## src/hw/rtl/bole_pkg.sv

```systemverilog
// Types, codes and defaults shared by the ordered list engine.
package bole_pkg;

  localparam int unsigned DEFAULT_CAPACITY = 16;

  localparam logic [2:0] CMD_INS_FRONT = 3'd0;
  localparam logic [2:0] CMD_INS_BACK  = 3'd1;
  localparam logic [2:0] CMD_REMOVE    = 3'd2;
  localparam logic [2:0] CMD_SEARCH    = 3'd3;
  localparam logic [2:0] CMD_CLEAR     = 3'd4;

  localparam logic [1:0] ST_OK       = 2'd0;
  localparam logic [1:0] ST_FULL     = 2'd1;
  localparam logic [1:0] ST_NOTFOUND = 2'd2;

  typedef enum logic [2:0] {
    OP_INS_FRONT,
    OP_INS_BACK,
    OP_REMOVE,
    OP_SEARCH,
    OP_CLEAR,
    OP_NOP
  } op_e;

  typedef struct packed {
    logic [2:0]         cmd;
    logic signed [31:0] value;
  } bole_in_t;

  typedef struct packed {
    logic [1:0] status;
    logic [3:0] position;
    logic [4:0] count;
    logic       empty_res;
  } bole_out_t;

  typedef struct packed {
    op_e         op;
    logic [31:0] value;
  } bole_qitem_t;

endpackage

```

## src/hw/rtl/bole_front.sv

```systemverilog
// Command front end: accepts commands, decodes them and queues them for the back end.
module bole_front (
  input  logic                 clk_i,
  input  logic                 rst_ni,
  input  logic                 start_i,
  output logic                 busy_o,
  input  bole_pkg::bole_in_t   req_i,
  output logic                 q_valid_o,
  output bole_pkg::bole_qitem_t q_item_o,
  input  logic                 pop_i
);
  import bole_pkg::*;

  bole_qitem_t slot_q [2];
  logic        wr_q, wr_d;
  logic        rd_q, rd_d;
  logic [1:0]  fill_q, fill_d;
  logic        push, pop;
  bole_qitem_t item;

  always_comb begin
    item.value = req_i.value;
    unique case (req_i.cmd)
      CMD_INS_FRONT: item.op = OP_INS_FRONT;
      CMD_INS_BACK:  item.op = OP_INS_BACK;
      CMD_REMOVE:    item.op = OP_REMOVE;
      CMD_SEARCH:    item.op = OP_SEARCH;
      CMD_CLEAR:     item.op = OP_CLEAR;
      default:       item.op = OP_NOP;
    endcase
  end

  assign busy_o    = (fill_q == 2'd2);
  assign q_valid_o = (fill_q != 2'd0);
  assign q_item_o  = slot_q[rd_q];
  assign push      = start_i && !busy_o;
  assign pop       = pop_i && q_valid_o;

  always_comb begin
    wr_d   = push ? ~wr_q : wr_q;
    rd_d   = pop ? ~rd_q : rd_q;
    fill_d = fill_q + {1'b0, push} - {1'b0, pop};
  end

  always_ff @(posedge clk_i or negedge rst_ni) begin
    if (!rst_ni) begin
      wr_q   <= 1'b0;
      rd_q   <= 1'b0;
      fill_q <= 2'd0;
    end else begin
      wr_q   <= wr_d;
      rd_q   <= rd_d;
      fill_q <= fill_d;
    end
  end

  always_ff @(posedge clk_i) begin
    if (push) begin
      slot_q[wr_q] <= item;
    end
  end

endmodule

```

## src/hw/rtl/bole_back.sv

```systemverilog
// Command back end: the list cells, the match scan and the result register.
module bole_back #(
  parameter int unsigned CAPACITY = bole_pkg::DEFAULT_CAPACITY
) (
  input  logic                  clk_i,
  input  logic                  rst_ni,
  input  logic                  q_valid_i,
  input  bole_pkg::bole_qitem_t q_item_i,
  output logic                  pop_o,
  output logic                  done_o,
  output bole_pkg::bole_out_t   res_o
);
  import bole_pkg::*;

  localparam int unsigned CW = $clog2(CAPACITY + 1);
  localparam int unsigned PW = $clog2(CAPACITY);

  typedef enum logic {
    S_IDLE,
    S_SCAN
  } state_e;

  state_e          state_q, state_d;
  logic [CW-1:0]   count_q, count_d;
  logic [PW-1:0]   pos_q, pos_d;
  logic [CAPACITY-1:0] match_q, match_d, hits;
  op_e             op_q, op_d;
  logic            done_q, done_d;
  bole_out_t       res_q, res_d;
  logic [31:0]     cells_q [CAPACITY];
  logic [31:0]     cells_d [CAPACITY];
  logic            full;
  logic            do_front, do_back, do_remove;

  assign full   = (count_q == CW'(CAPACITY));
  assign pop_o  = (state_q == S_IDLE) && q_valid_i;
  assign done_o = done_q;
  assign res_o  = res_q;

  // Every cell compares against the command value at once.
  always_comb begin
    for (int k = 0; k < CAPACITY; k++) begin
      hits[k] = (CW'(k) < count_q) && (cells_q[k] == q_item_i.value);
    end
  end

  always_comb begin
    state_d   = state_q;
    count_d   = count_q;
    pos_d     = pos_q;
    match_d   = match_q;
    op_d      = op_q;
    done_d    = 1'b0;
    res_d     = res_q;
    do_front  = 1'b0;
    do_back   = 1'b0;
    do_remove = 1'b0;
    unique case (state_q)
      S_IDLE: begin
        if (q_valid_i) begin
          res_d.status   = ST_OK;
          res_d.position = 4'd0;
          unique case (q_item_i.op)
            OP_INS_FRONT, OP_INS_BACK: begin
              if (full) begin
                res_d.status = ST_FULL;
              end else begin
                count_d  = count_q + 1'b1;
                do_front = (q_item_i.op == OP_INS_FRONT);
                do_back  = (q_item_i.op == OP_INS_BACK);
              end
              done_d = 1'b1;
            end
            OP_REMOVE, OP_SEARCH: begin
              match_d = hits;
              pos_d   = '0;
              op_d    = q_item_i.op;
              state_d = S_SCAN;
            end
            OP_CLEAR: begin
              count_d = '0;
              done_d  = 1'b1;
            end
            default: begin
              done_d = 1'b1;
            end
          endcase
        end
      end
      S_SCAN: begin
        // The match vector moves down one place a cycle until its lowest bit is set; an empty vector gives not found.
        if (match_q == '0) begin
          res_d.status   = ST_NOTFOUND;
          res_d.position = 4'd0;
          done_d         = 1'b1;
          state_d        = S_IDLE;
        end else if (match_q[0]) begin
          res_d.status   = ST_OK;
          res_d.position = 4'(pos_q);
          done_d         = 1'b1;
          state_d        = S_IDLE;
          if (op_q == OP_REMOVE) begin
            count_d   = count_q - 1'b1;
            do_remove = 1'b1;
          end
        end else begin
          match_d = match_q >> 1;
          pos_d   = pos_q + 1'b1;
        end
      end
      default: begin
        state_d = S_IDLE;
      end
    endcase
    res_d.count     = 5'(count_d);
    res_d.empty_res = (count_d == '0);
  end

  always_comb begin
    for (int k = 0; k < CAPACITY; k++) begin
      cells_d[k] = cells_q[k];
    end
    if (do_front) begin
      cells_d[0] = q_item_i.value;
      for (int k = 1; k < CAPACITY; k++) begin
        cells_d[k] = cells_q[k-1];
      end
    end
    if (do_back) begin
      for (int k = 0; k < CAPACITY; k++) begin
        if (CW'(k) == count_q) begin
          cells_d[k] = q_item_i.value;
        end
      end
    end
    if (do_remove) begin
      for (int k = 0; k < CAPACITY - 1; k++) begin
        if (PW'(k) >= pos_q) begin
          cells_d[k] = cells_q[k+1];
        end
      end
    end
  end

  always_ff @(posedge clk_i or negedge rst_ni) begin
    if (!rst_ni) begin
      state_q <= S_IDLE;
      count_q <= '0;
      pos_q   <= '0;
      match_q <= '0;
      op_q    <= OP_NOP;
      done_q  <= 1'b0;
      res_q   <= '0;
    end else begin
      state_q <= state_d;
      count_q <= count_d;
      pos_q   <= pos_d;
      match_q <= match_d;
      op_q    <= op_d;
      done_q  <= done_d;
      res_q   <= res_d;
    end
  end

  always_ff @(posedge clk_i) begin
    for (int k = 0; k < CAPACITY; k++) begin
      cells_q[k] <= cells_d[k];
    end
  end

endmodule

```

## src/hw/rtl/bounded_ordered_list_engine.sv

```systemverilog
// Top level of the bounded ordered list engine.
//
// Commands enter on req_i (cmd, value) and transfer at a clock edge where start
// is high and busy is low. A two-entry command queue sits in front of the list
// back end, so busy rises only when that queue is full.
// Every command gives exactly one result on res_o (status, position, count,
// empty_res), shown for a single cycle with done_o high; the receiver has no
// way to hold it off and must take it in that cycle.
// Inserts, clear and unused codes pass the queue slot and the result register;
// search and remove also load the match vector and scan it up to the matched
// position, or end the scan on an empty match vector. The back end handles one
// command at a time, and the scan of the match vector, one position a cycle,
// sets the time of search and remove. Results come out in command order.
// Reset empties the list and the queue; list contents are not cleared.
module bounded_ordered_list_engine #(
  parameter int unsigned CAPACITY = bole_pkg::DEFAULT_CAPACITY
) (
  input  logic                clk_i,
  input  logic                rst_ni,
  input  logic                start,
  output logic                busy,
  input  bole_pkg::bole_in_t  req_i,
  output logic                done_o,
  output bole_pkg::bole_out_t res_o
);
  import bole_pkg::*;

  logic        q_valid;
  logic        pop;
  bole_qitem_t q_item;

  bole_front u_front (
    .clk_i     (clk_i),
    .rst_ni    (rst_ni),
    .start_i   (start),
    .busy_o    (busy),
    .req_i     (req_i),
    .q_valid_o (q_valid),
    .q_item_o  (q_item),
    .pop_i     (pop)
  );

  bole_back #(
    .CAPACITY (CAPACITY)
  ) u_back (
    .clk_i     (clk_i),
    .rst_ni    (rst_ni),
    .q_valid_i (q_valid),
    .q_item_i  (q_item),
    .pop_o     (pop),
    .done_o    (done_o),
    .res_o     (res_o)
  );

endmodule

```

## config.mk

```make
export PLATFORM = sky130hd
export DESIGN_NAME = bounded_ordered_list_engine
export DESIGN_NICKNAME = d
export VERILOG_FILES = /design/src/hw/rtl/bole_pkg.sv /design/src/hw/rtl/bole_front.sv /design/src/hw/rtl/bole_back.sv /design/src/hw/rtl/bounded_ordered_list_engine.sv
export SDC_FILE = /design/constraint.sdc
export NUM_CORES = 2
export LEC_CHECK = 0
export BUFFER_PORTS_ARGS = -buffer_cell sky130_fd_sc_hd__buf_2
export CORE_ASPECT_RATIO = 1.5
export CORE_UTILIZATION = 36
export CTS_BUF_LIST = sky130_fd_sc_hd__clkbuf_4 sky130_fd_sc_hd__clkbuf_8
export DETAILED_ROUTE_END_ITERATION = 12
export GPL_TIMING_DRIVEN = 0
export SLEW_MARGIN = 20
export SYNTH_ARGS = -nofsm -noshare
export SYNTH_HDL_FRONTEND = slang
export SYNTH_SLANG_ARGS = --single-unit
```

## constraint.sdc

```tcl
create_clock -name clk_i -period 2.85 [get_ports clk_i]
set_input_delay 0.57 -clock clk_i [delete_from_list [all_inputs] [get_ports clk_i]]
set_output_delay 0.57 -clock clk_i [all_outputs]
set_load 0.02 [all_outputs]
```

==> out/qor.yml <==
finClkSkew_ns: 0.0574
swShare: 0.504
critPathLaunch: "u_front.rd_q"
worstSetupPathType: "reg -> reg"
die_h_um: 390
drive_above_1_share: 0.182
viasPerCell: 6.26
p_comb_frac: 0.526
syn_avg_cell_area_um2: 8.15
clkSinkCount: 623
max_cap_violations: 0
via_count: 38207
root_buffer: "clkbuf_8"
cts_tree: "built"
layoutNonFillerInstCount: 6101
status: "complete, but fails checks"
crit_top_cell: "nand4_1"
cp_data_arrival_time_ns: 3.63
htreeDepth: 3
wl_per_cell_um: 35.8
power_density_mw_per_mm2: 1370
cp_slowest_cell: "dfrtp_1"
syn-cell-area_mm2: 0.0362
ir_drop_uv: 549
dp_hpwl_um: 158000
antenna_found_initial: 10
rsz0062_at_grt: "yes"
critPathCapture: "u_back.match_q[4]"
die_area_mm2: 0.102
placed_area_mm2: 0.0390
setup_slack_ns: -0.0334
dp_cells: 5820
slew_viol_final: 0
place.gp.congestion: 1.05
final_area_mm2: 0.0436
cts_buffers: 102
hold_viol_final: 0
timing.rr.end: "u_back.match_q[4]"
cpLargestDelayFamily: "buffers and inverters"
syn-num-nets: 4490
setup_viol: 6
p_sw_mw: 30.2
fill_cells: 10167
core_mm2: 0.0999
power_leakage_nw: 17.9
drt-initial-drc-count: 4958
synth-async-reset-ratio: 0.0658
fp.dieW_um: 261
slowest_delay_ns: 0.34
start_kind: "flop"
synth_cells: 4442
clk_path_buf_depth: 3
path_depth: 10
path_buf_inv: 4
rows: 142
path_cells: "buf_4 > buf_8 > mux2i_4 > buf_16 > buf_12 > xor2_1 > nand4_1 > a211oi_2 > nand4_1 > o21ai_1"
reg2reg_depth: 10
clk_pin_slew_ns: 0.07
r2r-start: "u_front.rd_q"
finalPower_mw: 60.0
worst_pin_slew_ns: 1.14
fin_nets: 4765
routed_wl_um: 219000
fin_crit_ns: 2.88
grt_use_total: 0.425
synth_edf_count: 70
synth-seq-cells: 623
clock.fmax_mhz: 347
firstDrtPassIters: 6
grt_pass1_vias: 36700
path_max_fanout: 10
ys.warnings.count: 0
grt_max_degree: 42
mostFrequentLayoutCells: "nand2_1, dfxtp_1, a21oi_1"
rrSetupSlack_ns: -0.03
violations: "negative setup slack"
power_frac_clock: 0.152
drc: 0
port-buffer-count: 51
synthFlopType: "dfxtp_1"
cp.required_ns: 3.60
syn_to_final_growth_pct: 20.5
final_common_cell: "nand2_1"
ant_nets: 0
period_share: 1.01
io_pins: 52
endpoint_kind: "flop"
grt_pass1_wl_um: 296000
initial_core_util: 0.363
synth_cell_type_count: 70
seq_area_frac_synth: 0.369
hp-class: "in -> reg"
slew_headroom: 0.240
p_int_mw: 29.7
power_frac_seq: 0.322
overflow: 0
clk_latency_ns: 0.86
[kinds of logic after synthesis]
| family | synth area share |
|---|---|
| buffers and inverters | 0.0592 |
| xor gates and xnor gates | 0.126 |
| DFF | 0.369 |
| AOI/OAI and AO/OA | 0.197 |
| and+or+nand+nor | 0.194 |
| adders and majority gates | 0.00346 |
| muxes | 0.0510 |
[worst min-delay path by stage]
stage | start | to | slack, ns | depth (start not counted)
4_1_cts | req_i[32] | u_front.slot_q[1][32] | 0.009 | 2
2_1_floorplan | rst_ni | u_back.count_q[0] | 0.27 | 0
6_report | req_i[32] | u_front.slot_q[1][32] | 0.06 | 2
3_3_place_gp | u_back.op_q[1] | u_back.op_q[1] | 0.46 | 1
5_1_grt | req_i[32] | u_front.slot_q[1][32] | 0.07 | 2
3_5_place_dp | u_back.op_q[1] | u_back.op_q[1] | 0.46 | 1
[Yosys cell counts, types with 13 or more instances]
cell	count	area, µm²
a211oi_1	38	285
dfxtp_1	512	10200
nor2_1	118	443
clkbuf_1	175	657
nand4_1	71	444
xnor2_1	307	2690
o21ai_0	158	791
buf_4	56	420
nor4_1	85	532
xor2_1	212	1860
mux2_2	97	1090
edfxtp_1	70	2100
buf_2	175	876
nor3_1	14	70.1
a22o_1	357	3130
and2_1	36	225
nand3_1	344	1720
dfrtp_1	39	976
o21ai_1	87	435
and3_1	28	175
inv_1	15	56.3
mux2i_1	53	531
mux2i_2	13	179
nand2_1	850	3190
a21oi_1	437	2190
[routing by layer]
metal	vias to the layer above	share of wire	global-route usage
met5	-	0.00014	0.000487
met2	2656	0.45	0.672
met3	1159	0.090	0.108
met1	18173	0.33	0.438
met4	4	0.14	0.458
li1	16215	-	-
[timing repair]
| item | 4_1_cts | 5_1_grt |
|---|---|---|
| setup endpoints to repair | 530 | 455 |
| endpoints found under the hold margin | 103 | 0 |
| gates cloned | 0 | 1 |
| pin swaps | 13 | 11 |
| hold buffers | 33 | 0 |
| resized for setup | 217 | 203 |
| buffers inserted | 50 | 11 |
[area by class of cell]
class,count,area (µm²),share of cell area
multi-input cells,3380,21500,0.494
flip-flops and latches,623,13400,0.307
plain buffers,418,2780,0.0637
repair buffers,177,1980,0.0454
clock buffers,153,1920,0.0441
well taps,1296,1620,0.0372
clock inverters,28,327,0.00748
inverters,15,58.8,0.00135
diodes,11,27.5,0.000631
[power by group through the flow]
| stage | clock network, mW | registers (mW) | logic, mW |
|---|---|---|---|
| global route | 9.39 | 19.2 | 32.1 |
| CTS | 9.05 | 18.8 | 29.2 |
| detailed placement | 0 | 19.0 | 27.3 |
| floorplan | 0 | 15.8 | 16.1 |
| finish | 9.10 | 19.3 | 31.6 |
| global placement | 0 | 18.9 | 26.0 |
[registers in the layout (all words and copies together) (netlist names)]
| signal | flops |
|---|---|
| u_back.res_o | 7 |
| u_back.count_q | 5 |
| u_front.rd_q | 1 |
| u_back.match_q | 16 |
| u_front.fill_q | 2 |
| u_back.op_q | 3 |
| u_front.wr_q | 1 |
| u_back.state_q | 1 |
| u_back.pos_q | 4 |
| u_front.slot_q | 70 |
| u_back.done_o | 1 |
| u_back.cells_q | 512 |
[per-stage QoR]
| step | worst slack [ns] | hold slack (ns) | util | TNS [ns] |
|---|---|---|---|---|
| finish | -0.0334 | 0.0616 | 0.437 | -0.0756 |
| global route | -0.0338 | 0.0705 | 0.437 | -0.0765 |
| CTS | 0.00142 | 0.00911 | 0.430 | 0 |
| detailed placement | -1.43 | 0.461 | 0.390 | -519.93 |
| global placement | -2.86 | 0.465 | 0.381 | -794.33 |
| floorplan | 0.286 | 0.274 | - | 0 |
No activity file was read; power rests on OpenSTA's default activity.
